**src/design/prdf_pkg.sv**
```systemverilog
// Package for the periodic RDF histogram: constants, payload structs, command/status types.
// No dependencies.
`timescale 1ns / 1ps
package prdf_pkg;
  localparam int NUM_BINS = 4096;
  localparam int BIN_W = $clog2(NUM_BINS);
  localparam int ADDR_W = 4;

  localparam logic [ADDR_W-1:0] REG_BOX_LENGTH = 4'h0;
  localparam logic [ADDR_W-1:0] REG_BIN_WIDTH  = 4'h4;
  localparam logic [ADDR_W-1:0] REG_BIN_LIMIT  = 4'h8;

  localparam logic [1:0] SPECIES_OXYGEN   = 2'd1;
  localparam logic [1:0] SPECIES_HYDROGEN = 2'd2;

  localparam logic REQ_ATOM = 1'b0;
  localparam logic REQ_READ = 1'b1;

  typedef struct packed {
    logic        req_type;
    logic        frame_first;
    logic [1:0]  species;
    logic signed [31:0] pos_x;
    logic signed [31:0] pos_y;
    logic signed [31:0] pos_z;
    logic [11:0] read_bin;
  } in_item_t;

  typedef struct packed {
    logic [31:0] oxygen_count;
    logic [31:0] hydrogen_count;
    logic [31:0] frames_seen;
  } out_item_t;

  // controller -> datapath
  typedef struct packed {
    logic       load;      // capture item, compute offsets
    logic       img_start; // start image from counters
    logic [1:0] ix;
    logic [1:0] iy;
    logic [1:0] iz;
    logic       sq_start;  // take component magnitudes
    logic       sum_start; // square magnitudes; d2 sums them
    logic       sqrt_start;
    logic       div_start;
    logic       rd_issue;  // issue hist read
    logic       wr_commit; // write back
    logic       read_issue;
    logic       result_load;
  } cmd_t;

  // datapath -> controller
  typedef struct packed {
    logic sqrt_done;
    logic div_done;
    logic image_far;
  } sts_t;
endpackage

```
**src/design/prdf_ctrl.sv**
```systemverilog
// Controller: clearing pass, image loop, histogram update and read item sequencing.
// Depends on prdf_pkg.
`timescale 1ns / 1ps
module prdf_ctrl (
  input  logic                clk,
  input  logic                rst,
  input  logic                in_valid,
  output logic                in_stall,
  input  logic                in_req_type,
  input  logic [1:0]          in_species,
  output logic                out_valid,
  input  logic                out_stall,
  output prdf_pkg::cmd_t      cmd,
  input  prdf_pkg::sts_t      sts,
  output logic                clr_we,
  output logic [prdf_pkg::BIN_W-1:0] clr_addr
);
  import prdf_pkg::*;

  typedef enum logic [3:0] {
    CLEAR, IDLE, IMG, SQ, SUM, SQRT, DIV, RD, RDW, WR, NEXT, RREAD, RWAIT, RLOAD
  } state_t;

  state_t state;
  logic [1:0] ix, iy, iz;
  logic       accept;
  // sqrt and div start pulses are registered outputs
  logic sqrt_go, div_go;

  assign accept   = in_valid && !in_stall;
  assign in_stall = (state != IDLE) || out_valid;
  assign clr_we   = (state == CLEAR);

  always_comb begin
    cmd = '0;
    cmd.ix = ix;
    cmd.iy = iy;
    cmd.iz = iz;
    cmd.load = accept;
    cmd.img_start = (state == IMG);
    cmd.sq_start = (state == SQ);
    cmd.sum_start = (state == SUM);
    cmd.sqrt_start = sqrt_go;
    cmd.div_start = div_go;
    cmd.rd_issue = (state == RD);
    cmd.wr_commit = (state == WR);
    cmd.read_issue = (state == RREAD) || (state == RWAIT);
    cmd.result_load = (state == RLOAD);
  end

  always_ff @(posedge clk) begin
    if (rst) begin
      state <= CLEAR;
      clr_addr <= '0;
      out_valid <= 1'b0;
      ix <= '0;
      iy <= '0;
      iz <= '0;
      sqrt_go <= 1'b0;
      div_go <= 1'b0;
    end else begin
      sqrt_go <= 1'b0;
      div_go <= 1'b0;
      if (out_valid && !out_stall) begin
        out_valid <= 1'b0;
      end
      case (state)
        CLEAR: begin
          clr_addr <= clr_addr + 1'b1;
          if (clr_addr == BIN_W'(NUM_BINS - 1)) begin
            state <= IDLE;
          end
        end
        IDLE: begin
          if (accept) begin
            ix <= '0;
            iy <= '0;
            iz <= '0;
            if (in_req_type == REQ_READ) begin
              state <= RREAD;
            end else if (in_species inside {SPECIES_OXYGEN, SPECIES_HYDROGEN}) begin
              state <= IMG;
            end
          end
        end
        IMG: state <= SQ;
        SQ: begin
          if (sts.image_far) begin
            state <= NEXT;
          end else begin
            state <= SUM;
          end
        end
        SUM: begin
          sqrt_go <= 1'b1;
          state <= SQRT;
        end
        SQRT: begin
          if (sts.sqrt_done) begin
            div_go <= 1'b1;
            state <= DIV;
          end
        end
        DIV: begin
          if (sts.div_done) begin
            state <= RD;
          end
        end
        RD: state <= RDW;
        RDW: state <= WR;
        WR: state <= NEXT;
        NEXT: begin
          if (iz != 2'd2) begin
            iz <= iz + 2'd1;
            state <= IMG;
          end else if (iy != 2'd2) begin
            iz <= '0;
            iy <= iy + 2'd1;
            state <= IMG;
          end else if (ix != 2'd2) begin
            iz <= '0;
            iy <= '0;
            ix <= ix + 2'd1;
            state <= IMG;
          end else begin
            state <= IDLE;
          end
        end
        RREAD: state <= RWAIT;
        RWAIT: state <= RLOAD;
        RLOAD: begin
          out_valid <= 1'b1;
          state <= IDLE;
        end
        default: state <= IDLE;
      endcase
    end
  end
endmodule

```
**config.mk**
```make
export PLATFORM = sky130hd
export DESIGN_NAME = prdf_ctrl
export DESIGN_NICKNAME = d
export VERILOG_FILES = /design/src/design/prdf_pkg.sv /design/src/design/prdf_ctrl.sv
export SDC_FILE = /design/constraint.sdc
export NUM_CORES = 1
export LEC_CHECK = 0
export BUFFER_PORTS_ARGS = -buffer_cell sky130_fd_sc_hd__buf_2
export CAP_MARGIN = 20
export CORE_UTILIZATION = 55
export CTS_BUF_LIST = sky130_fd_sc_hd__clkbuf_16
export DETAILED_ROUTE_END_ITERATION = 16
export GPL_TIMING_DRIVEN = 0
export PLACE_DENSITY = 0.82
export RECOVER_POWER = 50
export SETUP_SLACK_MARGIN = 0.5
export SLEW_MARGIN = 20
export SYNTH_ARGS = -nofsm -noshare
export SYNTH_HDL_FRONTEND = slang
export SYNTH_SLANG_ARGS = --single-unit
```
**constraint.sdc**
```tcl
create_clock -name clk -period 2.5 [get_ports clk]
set_input_delay 0 -clock clk [delete_from_list [all_inputs] [get_ports clk]]
set_output_delay 0 -clock clk [all_outputs]
set_load 0.05 [all_outputs]
```
==> flow_summary_export.csv <==
group,metric,value,unit
clock_network,numCtsBuffers,3,
critical_path,path_max_fanout,10,
critical_path,path_delay_family,"simple AND/OR/NAND/NOR gates",
timing,time_the_worst_path_needs_with_i_o_delays_and_setup,2.06,ns
worst_hold_path,beginning_of_the_worst_hold_path,"sts[2]",
synth,synthMuxAreaShare,0.0213,
synth,post_syn_nets,181,
clock_network,maximum_buffer_depth_of_the_clock_tree,2,
final_layout,nets,226,
critical_path,worst-path-buf-inv,1,
final_layout,nFillCells,210,
global_route,global_route.usage.total,0.275,
timing,tns,0,ns
synth,synthCells,169,
final_layout,ff_latch_area,502,um^2
critical_path,rr_startpoint,"state[1]",
final_layout,most-common-layout-cells,"sky130_fd_sc_hd__clkbuf_1 (28), sky130_fd_sc_hd__nor2_1 (27), sky130_fd_sc_hd__dfxtp_1 (24), sky130_fd_sc_hd__buf_2 (19), sky130_fd_sc_hd__nor3_1 (11)",
worst_hold_path,hp-class,"input pin to flop",
global_route,grt_first_pass_wirelength,5530,um
critical_path,crit_path_cell_trace,"clkbuf_1 -> or3b_2 -> a211oi_1 -> a211oi_2 -> nand2b_1 -> a21oi_1",
timing,fmaxAchievable,484,MHz
run_status,status,"completed",
timing,period_share,0.826,
power,irDropWorstVdd,743,uV
die,start_util,0.607,
final_layout,fin_area,0.00169,mm^2
die,rows,17,
die,core_area,0.00232,mm^2
timing,rsz0062_at_grt,"false",
placement,placed_cells,236,
placement,placedInstanceArea,0.00164,mm^2
routing,antenna_violating_nets_post_route,0,
synth,synth.yosys.seq_area_share,0.356,
final_layout,layout_commonest_cell,"sky130_fd_sc_hd__clkbuf_1",
critical_path,critPathLaunchType,"flop",
clock_network,library_cell_used_as_clock_root_buffer,"sky130_fd_sc_hd__clkbuf_16",
critical_path,crit_path_end_kind,"flop",
timing,timing.final.setup_violations,0,
clock_network,cts_sinks,25,
clock_network,tritoncts_clock_tree,"done",
synth,synthSimpleGateAreaFrac,0.331,
final_layout,num_antenna_cells,0,
global_route,grt_most_used_layer,"met2",
synth,yosysUniqueCellTypes,46,
timing,timing.clock.skew,0.00205,ns
critical_path,critical_path.max_stage_delay,0.48,ns
die,floorplan.die_area,0.00277,mm^2
placement,buffer_ports.inserted,39,
power,power.leakage,0.622,nW
clock_network,clk_pin_slew_worst_paths,0.06,ns
die,top_level_ports,41,
clock_network,cts.repair_timing.setup_buffer_count,0,
global_route,fraction_of_met3_tracks_used_by_global_routing,0.0435,
critical_path,cp_slowest_cell,"sky130_fd_sc_hd__or3b_2",
timing,worst-slew-pin-transition,0.593,ns
final_layout,drive_above_1_share,0.178,
synth,asyncSetResetFlopFracSynth,0,
routing,wire_per_inst,13.6,um
synth,ys.warnings.count,0,
placement,routabilityCongestion,0.877,
global_route,grt_overflow,0,
critical_path,critical_path_required,2.68,ns
power,total_power,0.00117,W
synth,compound_cell_area_share_of_the_yosys_netlist,0.142,
global_route,groute.layer.met1.usage,0.358,
synth,edff_count_synth,0,
final_layout,area_of_combinational_cells_with_multiple_inputs,802,um^2
global_route,grt_antenna_before_repair,0,
timing,hold_viol_final,0,
synth,synth_fa_ha_area_frac,0.0178,
placement,dp_hpwl,2360,um
critical_path,cp_data_arrival_time,2.24,ns
synth,synthDominantCellAreaShare,0.356,
clock_network,post_cts_resize_count,0,
routing,routed-via-count,1361,
synth,yosysTopAreaCell,"sky130_fd_sc_hd__dfxtp_1",
critical_path,critical_path_startpoint,"state[1]",
final_layout,layoutNonFillerInstCount,241,
job,max_cap_violations,0,
timing,timing.max_slew.rel_slack,0.602,
synth,syn_avg_cell_area,8.33,um^2
global_route,via_count_of_the_first_global_routing_pass,1258,
clock_network,cts_hold_buf,1,
global_route,grtUsageMet2,0.447,
timing,slew_violations,0,
clock_network,clk-insertion-delay-late,0.26,ns
clock_network,htreeDepth,1,
power,power_density,693,mW/mm^2
synth,dominant_combinational_cell_family_by_area_after_synthesis,"simple AND/OR/NAND/NOR gates",
routing,detail_route.first_pass.iterations,4,
synth,yosys_register_bits,25,
synth,post_synthesis_cell_area,0.00141,mm^2
routing,detail_route.drc_violations,0,
synth,most_area_consuming_cells_after_synthesis,"sky130_fd_sc_hd__dfxtp_1 (36%), sky130_fd_sc_hd__nor2_1 (7.2%), sky130_fd_sc_hd__nor3_1 (3.9%)",
routing,initialDrtViolationCount,33,
synth,synthXorXnorAreaFrac,0.0622,
die,floorplan.die.width,52.6,um
global_route,grt_start_max_net_pins,15,
synth,synth-main-ff-cell,"sky130_fd_sc_hd__dfxtp_1",
critical_path,critical_path_class,"flop to flop",
die,die-height,52.6,um
routing,detail_route.wirelength,3270,um
routing,vias_per_cell,5.65,
final_layout,syn2layout_area_growth,20.3,%
[stage by stage]
step	worst slack [ns]	hold slack [ns]	util
2_1_floorplan	0.451	0.145	-
3_3_place_gp	0.737	0.230	0.707
3_5_place_dp	0.714	0.250	0.707
4_1_cts	0.662	0.0278	0.746
5_1_grt	0.313	0.0473	0.730
6_report	0.435	0.0283	0.730
[logic make-up (layout without fill, tap and decap cells)]
logic type                 count (synthesis)  in the layout
AOI/OAI and AO/OA                         30             30
xor gates and xnor gates                  10             10
adders and majority gates                  2              2
buffers and inverters                     18             62
DFF                                       25             25
muxes                                      3              3
and+or+nand+nor                           81             81
[Yosys cell counts (2+ instances only)]
library cell and instances:
sky130_fd_sc_hd__buf_6 2, sky130_fd_sc_hd__nand3_1 5, sky130_fd_sc_hd__clkbuf_1 6, sky130_fd_sc_hd__nand4_1 3, sky130_fd_sc_hd__or3_1 2, sky130_fd_sc_hd__nand2b_1 8, sky130_fd_sc_hd__a31oi_1 2, sky130_fd_sc_hd__o21ai_0 8
sky130_fd_sc_hd__inv_1 5, sky130_fd_sc_hd__buf_4 4, sky130_fd_sc_hd__or3b_2 2, sky130_fd_sc_hd__xnor2_1 6, sky130_fd_sc_hd__ha_1 2, sky130_fd_sc_hd__xor2_1 4, sky130_fd_sc_hd__nand2_1 8, sky130_fd_sc_hd__nor3b_1 2
sky130_fd_sc_hd__nor2_1 27, sky130_fd_sc_hd__a22oi_1 2, sky130_fd_sc_hd__dfxtp_1 25, sky130_fd_sc_hd__mux2i_1 3, sky130_fd_sc_hd__a21oi_1 8, sky130_fd_sc_hd__nor3_1 11
[final cells by class]
cell class | count | area share
repair buffers | 40 | 0.106
plain buffers | 13 | 0.0451
clock inverters | 1 | 0.00296
clock buffers | 3 | 0.0443
inverters | 5 | 0.0111
multi-input cells | 126 | 0.474
flip-flops and latches | 25 | 0.296
well taps | 28 | 0.0207
[final timing paths]
check / end / slack, ns / depth (start not counted)
max: state[1] / 0.44 / 6
max reg2reg: state[1] / 0.44 / 6
min reg2reg: ix[0] / 0.48 / 2
min: div_go / 0.03 / 2
[registers in the layout (all words and copies together), names as in the netlist]
| register | count |
|---|---|
| sqrt_go | 1 |
| state | 4 |
| out_valid | 1 |
| div_go | 1 |
| ix | 2 |
| iy | 2 |
| iz | 2 |
| clr_addr | 12 |
[routing by layer]
layer | vias up | wire (um)
met5 | - | 0
met4 | 0 | 29
met3 | 6 | 136
met2 | 36 | 1600
met1 | 639 | 1510
li1 | 680 | -
[power by group]
| group | internal (W) | total, W | switching [W] |
|---|---|---|---|
| Sequential | 0.000424 | 0.000458 | 0.0000344 |
| Clock | 0.000215 | 0.000354 | 0.000138 |
| Combinational | 0.000112 | 0.000361 | 0.000249 |
Power figures use the tool's default switching activity.
